===== src/design/ecpsm_pkg.sv =====
// ----------------------------------------------------------------------------
// ecpsm_pkg
// Shared widths, operation codes and modular add/subtract helpers for the
// elliptic-curve point unit.
// ----------------------------------------------------------------------------
`default_nettype none

package ecpsm_pkg;

  localparam int CW    = 16;
  localparam int SW    = 16;
  localparam int DW    = 2 * CW;
  localparam int CNT_W = $clog2(DW);
  localparam int SCNT_W = $clog2(SW + 1);

  localparam logic [1:0] OP_ADD  = 2'd0;
  localparam logic [1:0] OP_NEG  = 2'd1;
  localparam logic [1:0] OP_MUL  = 2'd2;
  localparam logic [1:0] OP_PASS = 2'd3;

  localparam logic [0:0] REG_CURVE_A = 1'b0;
  localparam logic [0:0] REG_MODULUS = 1'b1;

  localparam logic [CW-1:0] CURVE_A_RST = CW'(2);
  localparam logic [CW-1:0] MODULUS_RST = CW'(17);

  // u, v < m
  function automatic logic [CW-1:0] mod_add(input logic [CW-1:0] u, input logic [CW-1:0] v,
                                            input logic [CW-1:0] m);
    logic [CW:0] s;
    s = {1'b0, u} + {1'b0, v};
    if (s >= {1'b0, m}) begin
      s = s - {1'b0, m};
    end
    return s[CW-1:0];
  endfunction

  function automatic logic [CW-1:0] mod_sub(input logic [CW-1:0] u, input logic [CW-1:0] v,
                                            input logic [CW-1:0] m);
    logic [CW:0] s;
    if (u >= v) begin
      s = {1'b0, u} - {1'b0, v};
    end else begin
      s = {1'b0, u} + {1'b0, m} - {1'b0, v};
    end
    return s[CW-1:0];
  endfunction

endpackage

`default_nettype wire


===== src/design/ecpsm_div.sv =====
// ----------------------------------------------------------------------------
// ecpsm_div
// Shared restoring divider: one quotient bit per cycle.
// ----------------------------------------------------------------------------
`default_nettype none

module ecpsm_div (
  input  wire logic                      clk,
  input  wire logic                      rst_n,
  input  wire logic                      start,
  input  wire logic [ecpsm_pkg::DW-1:0]  dividend,
  input  wire logic [ecpsm_pkg::CW-1:0]  divisor,
  output logic                           busy,
  output logic                           done,
  output logic [ecpsm_pkg::DW-1:0]       quotient,
  output logic [ecpsm_pkg::CW-1:0]       remainder
);

  logic                            busy_r;
  logic                            done_r;
  logic [ecpsm_pkg::CNT_W-1:0]     cnt_r;
  logic [ecpsm_pkg::DW-1:0]        dvd_r;
  logic [ecpsm_pkg::CW-1:0]        dsr_r;
  logic [ecpsm_pkg::CW-1:0]        rem_r;
  logic [ecpsm_pkg::CW:0]          shifted;
  logic [ecpsm_pkg::CW:0]          diff;
  logic                            fits;

  always_comb begin
    shifted = {rem_r, dvd_r[ecpsm_pkg::DW-1]};
    fits    = shifted >= {1'b0, dsr_r};
    diff    = shifted - {1'b0, dsr_r};
  end

  always_ff @(posedge clk) begin
    if (!rst_n) begin
      busy_r <= 1'b0;
      done_r <= 1'b0;
      cnt_r  <= '0;
    end else begin
      done_r <= 1'b0;
      if (start) begin
        busy_r <= 1'b1;
        cnt_r  <= '0;
        rem_r  <= '0;
        dvd_r  <= dividend;
        dsr_r  <= divisor;
      end else if (busy_r) begin
        rem_r <= fits ? diff[ecpsm_pkg::CW-1:0] : shifted[ecpsm_pkg::CW-1:0];
        dvd_r <= {dvd_r[ecpsm_pkg::DW-2:0], fits};
        cnt_r <= cnt_r + 1'b1;
        if (cnt_r == ecpsm_pkg::CNT_W'(ecpsm_pkg::DW - 1)) begin
          busy_r <= 1'b0;
          done_r <= 1'b1;
        end
      end
    end
  end

  assign busy      = busy_r;
  assign done      = done_r;
  assign quotient  = dvd_r;
  assign remainder = rem_r;

endmodule

`default_nettype wire


===== src/design/ec_point_scalar_multiply.sv =====
// ----------------------------------------------------------------------------
// ec_point_scalar_multiply
// Affine point add / negate / pass / LSB-first double-and-add scalar multiply
// over a small prime field, sequenced around one shared multiply/divide unit.
// ----------------------------------------------------------------------------
//  channel  direction  handshake           payload
//  in       input      in_valid/in_ready   operation, points, scalar
//  out      output     out_valid/out_ready result point, infinity flag
//  cfg      input      cfg_write_en        cfg_index, cfg_data
//
//  Every multiply or reduction is one pass of the divider.
//  Input reduction: 5 passes. Point add: up to 4 passes plus 2 per Euclid step
//  of the inverse (at most about 24 steps).
//  Scalar multiply: SW rounds of up to two point adds.
//  in_ready is high only in idle; the result holds until out_ready.
//  Reset is synchronous: curve_a = 2, modulus = 17.
// ----------------------------------------------------------------------------
`default_nettype none

module ec_point_scalar_multiply (
  input  wire logic                      clk,
  input  wire logic                      rst_n,
  input  wire logic                      in_valid,
  output logic                           in_ready,
  input  wire logic [1:0]                in_operation,
  input  wire logic [ecpsm_pkg::CW-1:0]  in_first_x,
  input  wire logic [ecpsm_pkg::CW-1:0]  in_first_y,
  input  wire logic                      in_first_infinite,
  input  wire logic [ecpsm_pkg::CW-1:0]  in_second_x,
  input  wire logic [ecpsm_pkg::CW-1:0]  in_second_y,
  input  wire logic                      in_second_infinite,
  input  wire logic [ecpsm_pkg::SW-1:0]  in_scalar,
  output logic                           out_valid,
  input  wire logic                      out_ready,
  output logic [ecpsm_pkg::CW-1:0]       out_result_x,
  output logic [ecpsm_pkg::CW-1:0]       out_result_y,
  output logic                           out_result_infinite,
  input  wire logic                      cfg_write_en,
  input  wire logic [0:0]                cfg_index,
  input  wire logic [ecpsm_pkg::CW-1:0]  cfg_data
);

  localparam logic [4:0] S_IDLE     = 5'd0;
  localparam logic [4:0] S_RED      = 5'd1;
  localparam logic [4:0] S_RED_W    = 5'd2;
  localparam logic [4:0] S_DISP     = 5'd3;
  localparam logic [4:0] S_MSTEP    = 5'd4;
  localparam logic [4:0] S_ADD      = 5'd5;
  localparam logic [4:0] S_DBL_W    = 5'd6;
  localparam logic [4:0] S_INV_INIT = 5'd7;
  localparam logic [4:0] S_INV      = 5'd8;
  localparam logic [4:0] S_INV_Q    = 5'd9;
  localparam logic [4:0] S_INV_M    = 5'd10;
  localparam logic [4:0] S_LAM_W    = 5'd11;
  localparam logic [4:0] S_LX_W     = 5'd12;
  localparam logic [4:0] S_Y_I      = 5'd13;
  localparam logic [4:0] S_Y_W      = 5'd14;
  localparam logic [4:0] S_END      = 5'd15;
  localparam logic [4:0] S_WAIT     = 5'd16;
  localparam logic [4:0] S_LOAD     = 5'd17;
  localparam logic [4:0] S_OUT      = 5'd18;

  localparam logic [1:0] CTX_OP  = 2'd0;
  localparam logic [1:0] CTX_ACC = 2'd1;
  localparam logic [1:0] CTX_DBL = 2'd2;

  localparam int CW = ecpsm_pkg::CW;
  localparam int DW = ecpsm_pkg::DW;

  logic [4:0]    state_r;
  logic [4:0]    ret_r;
  logic [1:0]    ctx_r;
  logic [2:0]    red_idx_r;
  logic [1:0]    op_r;
  logic [CW-1:0] curve_a_r, modulus_r;
  logic [CW-1:0] m_r, ca_r;
  logic [CW-1:0] p_x_r, p_y_r, q_x_r, q_y_r;
  logic          p_inf_r, q_inf_r;
  logic [CW-1:0] acc_x_r, acc_y_r;
  logic          acc_inf_r;
  logic [CW-1:0] u_x_r, u_y_r, v_x_r, v_y_r;
  logic          u_inf_r, v_inf_r;
  logic [CW-1:0] r_x_r, r_y_r;
  logic          r_inf_r;
  logic [CW-1:0] num_r, den_r, lam_r;
  logic [CW-1:0] e_r_r, e_nr_r, t_r, nt_r;
  logic [ecpsm_pkg::SW-1:0]     k_r;
  logic [ecpsm_pkg::SCNT_W-1:0] kcnt_r;
  logic          out_valid_r, out_inf_r;
  logic [CW-1:0] out_x_r, out_y_r;

  logic          div_start, div_busy, div_done;
  logic [DW-1:0] div_dvd, div_quot;
  logic [CW-1:0] div_dsr, div_rem;
  logic [CW-1:0] mul_a, mul_b;
  logic [CW-1:0] red_sel, inv_val;
  logic          is_neg, is_eq;

  ecpsm_div u_div (
    .clk       (clk),
    .rst_n     (rst_n),
    .start     (div_start),
    .dividend  (div_dvd),
    .divisor   (div_dsr),
    .busy      (div_busy),
    .done      (div_done),
    .quotient  (div_quot),
    .remainder (div_rem)
  );

  always_comb begin
    case (red_idx_r)
      3'd0:    red_sel = p_x_r;
      3'd1:    red_sel = p_y_r;
      3'd2:    red_sel = q_x_r;
      3'd3:    red_sel = q_y_r;
      default: red_sel = ca_r;
    endcase
    is_neg  = (u_x_r == v_x_r) && (u_y_r == ecpsm_pkg::mod_sub('0, v_y_r, m_r));
    is_eq   = (u_x_r == v_x_r) && (u_y_r == v_y_r);
    inv_val = (e_r_r == CW'(1)) ? t_r : '0;
  end

  // one shared multiplier in front of the divider
  always_comb begin
    div_start = 1'b0;
    mul_a     = '0;
    mul_b     = CW'(1);
    div_dsr   = m_r;
    case (state_r)
      S_RED: begin
        div_start = 1'b1;
        mul_a     = red_sel;
      end
      S_ADD: begin
        div_start = !u_inf_r && !v_inf_r && !is_neg && is_eq;
        mul_a     = u_x_r;
        mul_b     = u_x_r;
      end
      S_INV: begin
        div_start = 1'b1;
        if (e_nr_r == '0) begin
          mul_a = num_r;
          mul_b = inv_val;
        end else begin
          mul_a   = e_r_r;
          div_dsr = e_nr_r;
        end
      end
      S_INV_Q: begin
        div_start = 1'b1;
        mul_a     = div_quot[CW-1:0];
        mul_b     = nt_r;
      end
      S_LAM_W: begin
        div_start = 1'b1;
        mul_a     = div_rem;
        mul_b     = div_rem;
      end
      S_Y_I: begin
        div_start = 1'b1;
        mul_a     = lam_r;
        mul_b     = ecpsm_pkg::mod_sub(u_x_r, r_x_r, m_r);
      end
      default: begin
        div_start = 1'b0;
      end
    endcase
  end

  assign div_dvd = DW'(mul_a) * DW'(mul_b);

  always_ff @(posedge clk) begin
    if (!rst_n) begin
      curve_a_r <= ecpsm_pkg::CURVE_A_RST;
      modulus_r <= ecpsm_pkg::MODULUS_RST;
    end else if (cfg_write_en) begin
      unique case (cfg_index)
        ecpsm_pkg::REG_CURVE_A: curve_a_r <= cfg_data;
        ecpsm_pkg::REG_MODULUS: modulus_r <= cfg_data;
        default:                curve_a_r <= curve_a_r;
      endcase
    end
  end

  always_ff @(posedge clk) begin
    if (!rst_n) begin
      state_r     <= S_IDLE;
      ret_r       <= S_IDLE;
      out_valid_r <= 1'b0;
    end else begin
      unique case (state_r)
        S_IDLE: begin
          if (in_valid) begin
            op_r      <= in_operation;
            p_x_r     <= in_first_x;
            p_y_r     <= in_first_y;
            p_inf_r   <= in_first_infinite;
            q_x_r     <= in_second_x;
            q_y_r     <= in_second_y;
            q_inf_r   <= in_second_infinite;
            k_r       <= in_scalar;
            ca_r      <= curve_a_r;
            m_r       <= (modulus_r < CW'(2)) ? CW'(1) : modulus_r;
            red_idx_r <= '0;
            state_r   <= S_RED;
          end
        end
        S_RED: begin
          ret_r   <= S_RED_W;
          state_r <= S_WAIT;
        end
        S_RED_W: begin
          case (red_idx_r)
            3'd0:    p_x_r <= div_rem;
            3'd1:    p_y_r <= div_rem;
            3'd2:    q_x_r <= div_rem;
            3'd3:    q_y_r <= div_rem;
            default: ca_r  <= div_rem;
          endcase
          red_idx_r <= red_idx_r + 1'b1;
          state_r   <= (red_idx_r == 3'd4) ? S_DISP : S_RED;
        end
        S_DISP: begin
          unique case (op_r)
            ecpsm_pkg::OP_ADD: begin
              u_x_r <= p_x_r; u_y_r <= p_y_r; u_inf_r <= p_inf_r;
              v_x_r <= q_x_r; v_y_r <= q_y_r; v_inf_r <= q_inf_r;
              ctx_r   <= CTX_OP;
              state_r <= S_ADD;
            end
            ecpsm_pkg::OP_NEG: begin
              acc_x_r   <= p_x_r;
              acc_y_r   <= ecpsm_pkg::mod_sub('0, p_y_r, m_r);
              acc_inf_r <= p_inf_r;
              state_r   <= S_LOAD;
            end
            ecpsm_pkg::OP_MUL: begin
              acc_x_r   <= '0;
              acc_y_r   <= '0;
              acc_inf_r <= 1'b1;
              kcnt_r    <= '0;
              state_r   <= S_MSTEP;
            end
            default: begin
              acc_x_r   <= p_x_r;
              acc_y_r   <= p_y_r;
              acc_inf_r <= p_inf_r;
              state_r   <= S_LOAD;
            end
          endcase
        end
        S_MSTEP: begin
          if (kcnt_r == ecpsm_pkg::SCNT_W'(ecpsm_pkg::SW)) begin
            state_r <= S_LOAD;
          end else if (k_r[0]) begin
            u_x_r <= acc_x_r; u_y_r <= acc_y_r; u_inf_r <= acc_inf_r;
            v_x_r <= p_x_r;   v_y_r <= p_y_r;   v_inf_r <= p_inf_r;
            ctx_r   <= CTX_ACC;
            state_r <= S_ADD;
          end else begin
            u_x_r <= p_x_r; u_y_r <= p_y_r; u_inf_r <= p_inf_r;
            v_x_r <= p_x_r; v_y_r <= p_y_r; v_inf_r <= p_inf_r;
            ctx_r   <= CTX_DBL;
            state_r <= S_ADD;
          end
        end
        S_ADD: begin
          if (u_inf_r) begin
            r_x_r <= v_x_r; r_y_r <= v_y_r; r_inf_r <= v_inf_r;
            state_r <= S_END;
          end else if (v_inf_r) begin
            r_x_r <= u_x_r; r_y_r <= u_y_r; r_inf_r <= u_inf_r;
            state_r <= S_END;
          end else if (is_neg) begin
            r_x_r <= '0; r_y_r <= '0; r_inf_r <= 1'b1;
            state_r <= S_END;
          end else if (is_eq) begin
            ret_r   <= S_DBL_W;
            state_r <= S_WAIT;
          end else begin
            num_r   <= ecpsm_pkg::mod_sub(v_y_r, u_y_r, m_r);
            den_r   <= ecpsm_pkg::mod_sub(v_x_r, u_x_r, m_r);
            state_r <= S_INV_INIT;
          end
        end
        S_DBL_W: begin
          num_r <= ecpsm_pkg::mod_add(ecpsm_pkg::mod_add(ecpsm_pkg::mod_add(div_rem, div_rem,
                   m_r), div_rem, m_r), ca_r, m_r);
          den_r   <= ecpsm_pkg::mod_add(u_y_r, u_y_r, m_r);
          state_r <= S_INV_INIT;
        end
        S_INV_INIT: begin
          e_r_r   <= m_r;
          e_nr_r  <= den_r;
          t_r     <= '0;
          nt_r    <= CW'(1);
          state_r <= S_INV;
        end
        S_INV: begin
          ret_r   <= (e_nr_r == '0) ? S_LAM_W : S_INV_Q;
          state_r <= S_WAIT;
        end
        S_INV_Q: begin
          e_r_r   <= e_nr_r;
          e_nr_r  <= div_rem;
          ret_r   <= S_INV_M;
          state_r <= S_WAIT;
        end
        S_INV_M: begin
          t_r     <= nt_r;
          nt_r    <= ecpsm_pkg::mod_sub(t_r, div_rem, m_r);
          state_r <= S_INV;
        end
        S_LAM_W: begin
          lam_r   <= div_rem;
          ret_r   <= S_LX_W;
          state_r <= S_WAIT;
        end
        S_LX_W: begin
          r_x_r <= ecpsm_pkg::mod_sub(ecpsm_pkg::mod_sub(div_rem, u_x_r, m_r), v_x_r, m_r);
          state_r <= S_Y_I;
        end
        S_Y_I: begin
          ret_r   <= S_Y_W;
          state_r <= S_WAIT;
        end
        S_Y_W: begin
          r_y_r   <= ecpsm_pkg::mod_sub(div_rem, u_y_r, m_r);
          r_inf_r <= 1'b0;
          state_r <= S_END;
        end
        S_END: begin
          unique case (ctx_r)
            CTX_OP: begin
              acc_x_r <= r_x_r; acc_y_r <= r_y_r; acc_inf_r <= r_inf_r;
              state_r <= S_LOAD;
            end
            CTX_ACC: begin
              acc_x_r <= r_x_r; acc_y_r <= r_y_r; acc_inf_r <= r_inf_r;
              u_x_r <= p_x_r; u_y_r <= p_y_r; u_inf_r <= p_inf_r;
              v_x_r <= p_x_r; v_y_r <= p_y_r; v_inf_r <= p_inf_r;
              ctx_r   <= CTX_DBL;
              state_r <= S_ADD;
            end
            default: begin
              p_x_r <= r_x_r; p_y_r <= r_y_r; p_inf_r <= r_inf_r;
              k_r     <= k_r >> 1;
              kcnt_r  <= kcnt_r + 1'b1;
              state_r <= S_MSTEP;
            end
          endcase
        end
        S_WAIT: begin
          if (div_done) begin
            state_r <= ret_r;
          end
        end
        S_LOAD: begin
          out_x_r     <= acc_inf_r ? '0 : acc_x_r;
          out_y_r     <= acc_inf_r ? '0 : acc_y_r;
          out_inf_r   <= acc_inf_r;
          out_valid_r <= 1'b1;
          state_r     <= S_OUT;
        end
        S_OUT: begin
          if (out_ready) begin
            out_valid_r <= 1'b0;
            state_r     <= S_IDLE;
          end
        end
        default: begin
          state_r <= S_IDLE;
        end
      endcase
    end
  end

  assign in_ready            = (state_r == S_IDLE);
  assign out_valid           = out_valid_r;
  assign out_result_x        = out_x_r;
  assign out_result_y        = out_y_r;
  assign out_result_infinite = out_inf_r;

  a_no_overlap: assert property (@(posedge clk) disable iff (!rst_n)
    !(in_ready && out_valid))
    else $error("input ready while a result is pending");

  a_div_idle_start: assert property (@(posedge clk) disable iff (!rst_n)
    div_start |-> !div_busy)
    else $error("divider started while busy");

  a_inf_zero: assert property (@(posedge clk) disable iff (!rst_n)
    (out_valid && out_result_infinite) |-> (out_result_x == '0 && out_result_y == '0))
    else $error("infinite result with nonzero coordinates");

  a_wait_busy: assert property (@(posedge clk) disable iff (!rst_n)
    (state_r == S_WAIT && !div_done) |-> div_busy)
    else $error("waiting on an idle divider");

endmodule

`default_nettype wire

===== config.mk =====
export PLATFORM = sky130hd
export DESIGN_NAME = ec_point_scalar_multiply
export DESIGN_NICKNAME = d
export VERILOG_FILES = /design/src/design/ecpsm_pkg.sv /design/src/design/ecpsm_div.sv /design/src/design/ec_point_scalar_multiply.sv
export SDC_FILE = /design/constraint.sdc
export NUM_CORES = 2
export LEC_CHECK = 0
export BUFFER_PORTS_ARGS = -buffer_cell sky130_fd_sc_hd__buf_2
export CAP_MARGIN = 10
export CORE_MARGIN = 2
export CORE_UTILIZATION = 60
export CTS_CLUSTER_SIZE = 8
export DETAILED_ROUTE_END_ITERATION = 16
export PLACE_DENSITY = 0.82
export SLEW_MARGIN = 10
export SYNTH_ARGS = -nofsm -noshare
export SYNTH_HDL_FRONTEND = slang
export SYNTH_SLANG_ARGS = --single-unit
export TNS_END_PERCENT = 1

===== constraint.sdc =====
create_clock -name clk -period 15.9 [get_ports clk]
set_input_delay 4.77 -clock clk [delete_from_list [all_inputs] [get_ports clk]]
set_output_delay 4.77 -clock clk [all_outputs]
set_load 0.03 [all_outputs]

## Word-level counts from Yosys, hierarchy flattened

Cells that the tools add are included.

- Bits in registers: 517
- Logic and storage cells: 357
- Bits of input ports: 106

- Bitwise gates (word level): 3
- Reduce and logical (&&, ||, !) cells: 57
- Eq/ne operators: 52
- $add $sub $neg: 36
- Magnitude comparators: 15
- Mux-type cells: 147
- $mul: 1

Operator list:

| operator | number |
|---|---|
| $mux W16 | 67 |
| $pmux W16 S2 | 15 |
| $pmux W16 S3 | 7 |
| $sub A16 B16 Y16 | 21 |
| $ge A16 B16 Y1 | 7 |
| $add A16 B16 Y16 | 6 |
| $pmux W16 S6 | 1 |
| $ge A17 B16 Y1 | 5 |
| $pmux W16 S5 | 1 |
| $mux W5 | 14 |
| $pmux W5 S14 | 1 |
| $add A16 B16 Y17 | 4 |
| $mux W32 | 2 |
| $pmux W16 S4 | 1 |
| $eq A16 B16 Y1 | 3 |
| $eq A5 B4 Y1 const B | 8 |
| $ge A1 B16 Y1 const A | 2 |
| $mul A16 B16 Y32 | 1 |
| $sub A1 B16 Y16 const A | 2 |
| $pmux W5 S2 | 3 |
| $pmux W5 S6 | 1 |
| $ne A2 B2 Y1 const B | 14 |
| $eq A5 B5 Y1 const B | 5 |
| $reduce_and A4 Y1 | 6 |
| other kinds (39) | 114 |

## Depth between registers and ports, before layout

- Depth in word-level cells: 14
- Gate-level depth with buffers: 59
- Depth with buffers taken out: 55

## By module

Synthesis repeated with hierarchy kept, for this count alone.

- Cells, all modules: 5660
- Area, all modules: 52280.1 µm²

By module, submodules not included:

| module | cells an instance | seq. area each (µm²) | area an instance (µm²) | times used |
|---|---|---|---|---|
| ec_point_scalar_multiply | 5358 | 12942.4 | 48491.5 | 1 |
| ecpsm_div | 302 | 2062.0 | 3788.6 | 1 |

## Least setup slack after synthesis

Ideal clock, no wire load.

- Path kind: in2reg
- Start point: in rst_n
- End point: reg ctx_r[0] (enable)
- Data arrival time: 11.291 ns
- Setup time: 0.662 ns
- Stages: 2
- Slack: 3.947 ns
- Path buffers: 0
- Cells stage by stage: o21ai_0 > nor4_1

- Cells in the longest elaborated chain, start to end: 1

Ends and longest elaborated chain:

| element | line | RTL |
|---|---|---|
| start: declaration | ec_point_scalar_multiply.sv:22 | `input wire logic rst_n,` |
| $reduce_and A5 Y1 (no source line) | - |  |
| end signal: assignment | ec_point_scalar_multiply.sv:229 | `ctx_r <= CTX_OP;` |
| end signal: assignment | ec_point_scalar_multiply.sv:259 | `ctx_r <= CTX_ACC;` |
| end signal: assignment | ec_point_scalar_multiply.sv:264 | `ctx_r <= CTX_DBL;` |
| end: declaration | ec_point_scalar_multiply.sv:72 | `logic [1:0] ctx_r;` |

Every way passes these cells.
A chain may end at the register's enable or synchronous reset.

## Worst setup path in the final report

- Start point: reg u_div.rem_r, in the netlist u_div.remainder[0]
- End point: reg num_r[0] (data pin)

- Cells in the longest elaborated chain, start to end: 14

Ends and longest elaborated chain:

| element | line | RTL |
|---|---|---|
| start: declaration | ecpsm_div.sv:24 | `logic [ecpsm_pkg::CW-1:0] rem_r;` |
| start signal: assignment | ecpsm_div.sv:49 | `rem_r <= fits ? diff[ecpsm_pkg::CW-1:0] : shifted[ecpsm_pkg::CW-1:0];` |
| $add A16 B16 Y17 | ecpsm_pkg.sv:31 | `s = {1'b0, u} + {1'b0, v};` |
| $sub A16 B16 Y16 or $ge A17 B16 Y1 (tied branches) | ecpsm_pkg.sv:33, ecpsm_pkg.sv:32 |  |
| $mux W16 | ecpsm_pkg.sv:32 | `if (s >= {1'b0, m}) begin` |
| $mux W16 | ec_point_scalar_multiply.sv:192 | `unique case (state_r)` |
| $mux W16 | ec_point_scalar_multiply.sv:187 | `if (!rst_n) begin` |
| $add A16 B16 Y17 (*) | ecpsm_pkg.sv:31 |  |
| $sub A16 B16 Y16 or $ge A17 B16 Y1 (tied branches) | ecpsm_pkg.sv:33, ecpsm_pkg.sv:32 |  |
| $mux W16 (*) | ecpsm_pkg.sv:32 |  |
| $mux W16 (*) | ec_point_scalar_multiply.sv:192 |  |
| $mux W16 (*) | ec_point_scalar_multiply.sv:187 |  |
| $add A16 B16 Y17 (*) | ecpsm_pkg.sv:31 |  |
| $sub A16 B16 Y16 or $ge A17 B16 Y1 (tied branches) | ecpsm_pkg.sv:33, ecpsm_pkg.sv:32 |  |
| $mux W16 (*) | ecpsm_pkg.sv:32 |  |
| $pmux W16 S2 (*) | ec_point_scalar_multiply.sv:192 |  |
| end signal: assignment | ec_point_scalar_multiply.sv:282 | `num_r <= ecpsm_pkg::mod_sub(v_y_r, u_y_r, m_r);` |
| end signal: assignment | ec_point_scalar_multiply.sv:288 | `num_r <= ecpsm_pkg::mod_add(ecpsm_pkg::mod_add(ecpsm_pkg::mod_add(div_rem, div_rem,` |
| end: declaration | ec_point_scalar_multiply.sv:85 | `logic [CW-1:0] num_r, den_r, lam_r;` |

Mark *: on every way between the ends. The rest lies on a longest branch, timed or not. The select of a mux whose other input is x is not followed.

==> impl_metrics.tcl <==
set metrics [dict create \
    status "complete, no violations" \
    start_kind "flop" \
    cts_resized 0 \
    first_pass_iters 6 \
    dieArea_mm2 0.08975 \
    layout-drive-gt1-share_pct 10.12 \
    fin_skew_ns 0.03015 \
    reg2reg_from "u_div.remainder[0]$_SDFFCE_PP0P_" \
    synth_ff_type "edfxtp_1" \
    fin_cells 7050 \
    cts_sinks 516 \
    via_per_inst 6.687 \
    gp_congestion 1.095 \
    synth.avg_cell_area_um2 9.226 \
    row_count 108 \
    drtAntennaViolNets 0 \
    cts_buffers 78 \
    die_w_um 299.6 \
    start_util_pct 60.52 \
    cts_hold_buf 0 \
    hp-start "curve_a_r[0]$_SDFFE_PN0P_" \
    synth_nets 6584 \
    postLayoutSetupSlackWorst_ns 2.915 \
    synth-edff-count 467 \
    dp_slack_ns 3.367 \
    maxCapViolations 0 \
    place_inst 6912 \
    hold_end "curve_a_r[0]$_SDFFE_PN0P_" \
    synth_top_area_share_pct 26.75 \
    slowest_delay_ns 0.91 \
    place_area_mm2 0.05489 \
    synth_top_cells_by_area "edfxtp_1, ha_1, fa_1" \
    cts.clk_slew.worst_paths_ns 0.06 \
    multi_input_area_mm2 0.03422 \
    maxSlewHeadroom_pct 8.793 \
    async_flop_share_pct 0 \
    holdPathStages 2 \
    end_kind "flop" \
    grt_start_max_net_pins 69 \
    synth.yosys.seq_area_share_pct 28.62 \
    fin_crit_sh_pct 81.66 \
    seqCellArea_mm2 0.01500 \
    grt_antenna_before_repair 21 \
    netlist_area_mm2 0.05242 \
    ios 141 \
    finalHoldViolations 0 \
    grt_pass1_wl_um 295800 \
    finalMaxSlewViolations 0 \
    clkLatencyLatePin_ns 0.69 \
    htreeDepth 3 \
    areaGrowthSynthToFinish_pct 9.306 \
    crit_arrival_ns 13.51 \
    tightest_slew_ns 1.363 \
    stdcell_area_mm2 0.05730 \
    portBuffers 140 \
    finalSetupViolCount 0 \
    rsz0062_at_grt "false" \
    timing.rr.end "num_r[0]$_DFFE_PP_" \
    cpMostUsedCell "o21ai_0" \
    hold_class "flop to flop" \
    wl_um 207400 \
    fillCellCount 6854 \
    ys_ff_latch 516 \
    drc_errors 0 \
    hpwl_um 160300 \
    critPathKind "flop to flop" \
    avgRoutedWirePerCell_um 29.42 \
    cts_tree "done" \
    critPathRequiredTime_ns 16.43 \
    rrSetupSlack_ns 2.92 \
    yosysTopAreaCell "edfxtp_1" \
    fmax_mhz 77.01 \
    synthCells 5682 \
    nets 6739 \
    r2r_cells 53 \
    min_period_ns 12.98 \
    drt_iter0_markers 6858 \
    synth_cell_types 95 \
    ys.warnings.count 0 \
    critical-path-slowest-cell "a21oi_2" \
    fin_tns_setup_ns 0 \
    track_usage_pct 45.51 \
    core_area_mm2 0.08662 \
    post_cts_buffers 0 \
    cts_root_buf "clkbuf_16" \
    crit_fanout 19 \
    grt_pass1_vias 44240 \
    vias 47140 \
    grt.overflow.total 0 \
    clk_path_buf_depth 3 \
    die_h_um 299.6 \
    largest_reg_flops 32 \
]
[cells by family after synthesis]
kind of cell               share of synthesized area (%)
and+or+nand+nor                                    14.32
AOI/OAI and AO/OA                                  17.22
buffers and inverters                              6.392
adders and majority gates                          23.12
DFF                                                28.62
xor gates and xnor gates                           5.026
muxes                                              5.301
[layout make-up]
| cell class | instances | area share, % |
|---|---|---|
| antenna | 18 | 0.07861 |
| clock buffer | 105 | 3.692 |
| clock inverter | 15 | 0.4367 |
| inverter | 674 | 4.415 |
| multi-input combinational | 4295 | 59.72 |
| sequential | 516 | 26.18 |
| tap | 1155 | 2.522 |
| timing repair buffer | 272 | 2.952 |
[critical path: cells and delay by family, from the launching register on]
kind | cells | cell delay [ns]
flip-flops | 1 | 0.71
adder cells (fa/ha/maj) | 6 | 1.89
buffers and inverters | 3 | 0.62
multiplexers | 4 | 1.10
AO/OA/AOI/OAI | 30 | 6.74
AND/OR/NAND/NOR | 8 | 1.38
XOR/XNOR | 2 | 0.37
[cells in the final DEF (no fill, tap or decap), types with 23 or more instances in the layout]
master     count
inv_1        671
nand2_1      566
ha_1         508
edfxtp_1     467
nor2_1       385
a21oi_1      311
fa_1         288
o21ai_0      284
xnor2_1      217
buf_2        140
nor3_1       139
buf_4        132
a21o_1       122
mux2_2       117
mux2i_1      110
nor2b_1      104
xor2_1        82
clkbuf_16     80
nand3_1       78
a221o_1       66
a221oi_1      60
and2_1        58
o21a_1        54
a211oi_1      50
a21boi_0      50
dfxtp_1       49
nand4_1       47
and3_1        44
o211ai_1      41
o21bai_1      40
or3_1         38
a31oi_1       38
nor4_1        33
nand2b_1      31
mux2_4        24
clkbuf_1      23
[synth_stat cells, drive strengths merged, types with 44 or more instances]
library cell,number
a211oi,50
a21boi,50
a21o,122
a21oi,324
a221o,66
a221oi,63
and2,58
and3,44
clkbuf,160
dfxtp,49
edfxtp,467
fa,288
ha,508
inv,672
mux2,141
mux2i,110
nand2,567
nand3,79
nand4,48
nor2,393
nor2b,104
nor3,145
o21a,55
o21ai,298
xnor2,218
xor2,82
[layer usage]
| metal | part of all wire (%) | global-route usage (%) |
|---|---|---|
| met1 | 37 | 59.29 |
| met2 | 42 | 67.44 |
| met3 | 13 | 11.29 |
| met4 | 8.5 | 30.06 |
| met5 | 0.0068 | 0 |
[worst max-delay path by stage]
stage                                startpoint  slack (ns)                  end
2_1_floorplan                             rst_n        3.95   ctx_r[0]$_DFFE_PP_
3_3_place_gp   u_div.remainder[0]$_SDFFCE_PP0P_        3.41   num_r[0]$_DFFE_PP_
3_5_place_dp               m_r[1]$_SDFFCE_PN0P_        3.37   num_r[0]$_DFFE_PP_
4_1_cts        u_div.remainder[0]$_SDFFCE_PP0P_        3.25   num_r[0]$_DFFE_PP_
5_1_grt        u_div.remainder[0]$_SDFFCE_PP0P_        1.89  num_r[13]$_DFFE_PP_
6_report       u_div.remainder[0]$_SDFFCE_PP0P_        2.92   num_r[0]$_DFFE_PP_
[metrics by stage]
step           hold slack (ns)  utilization, %
4_1_cts                 0.4607           66.10
5_1_grt                 0.4843           66.11
6_report                0.4672           66.16
3_5_place_dp            0.4493           63.37
2_1_floorplan           0.4369               -
3_3_place_gp            0.4445           63.37
Power is left out: the tool's default activity adds up to more than one toggle a clock period on the data nets, which glitch-free logic cannot reach.
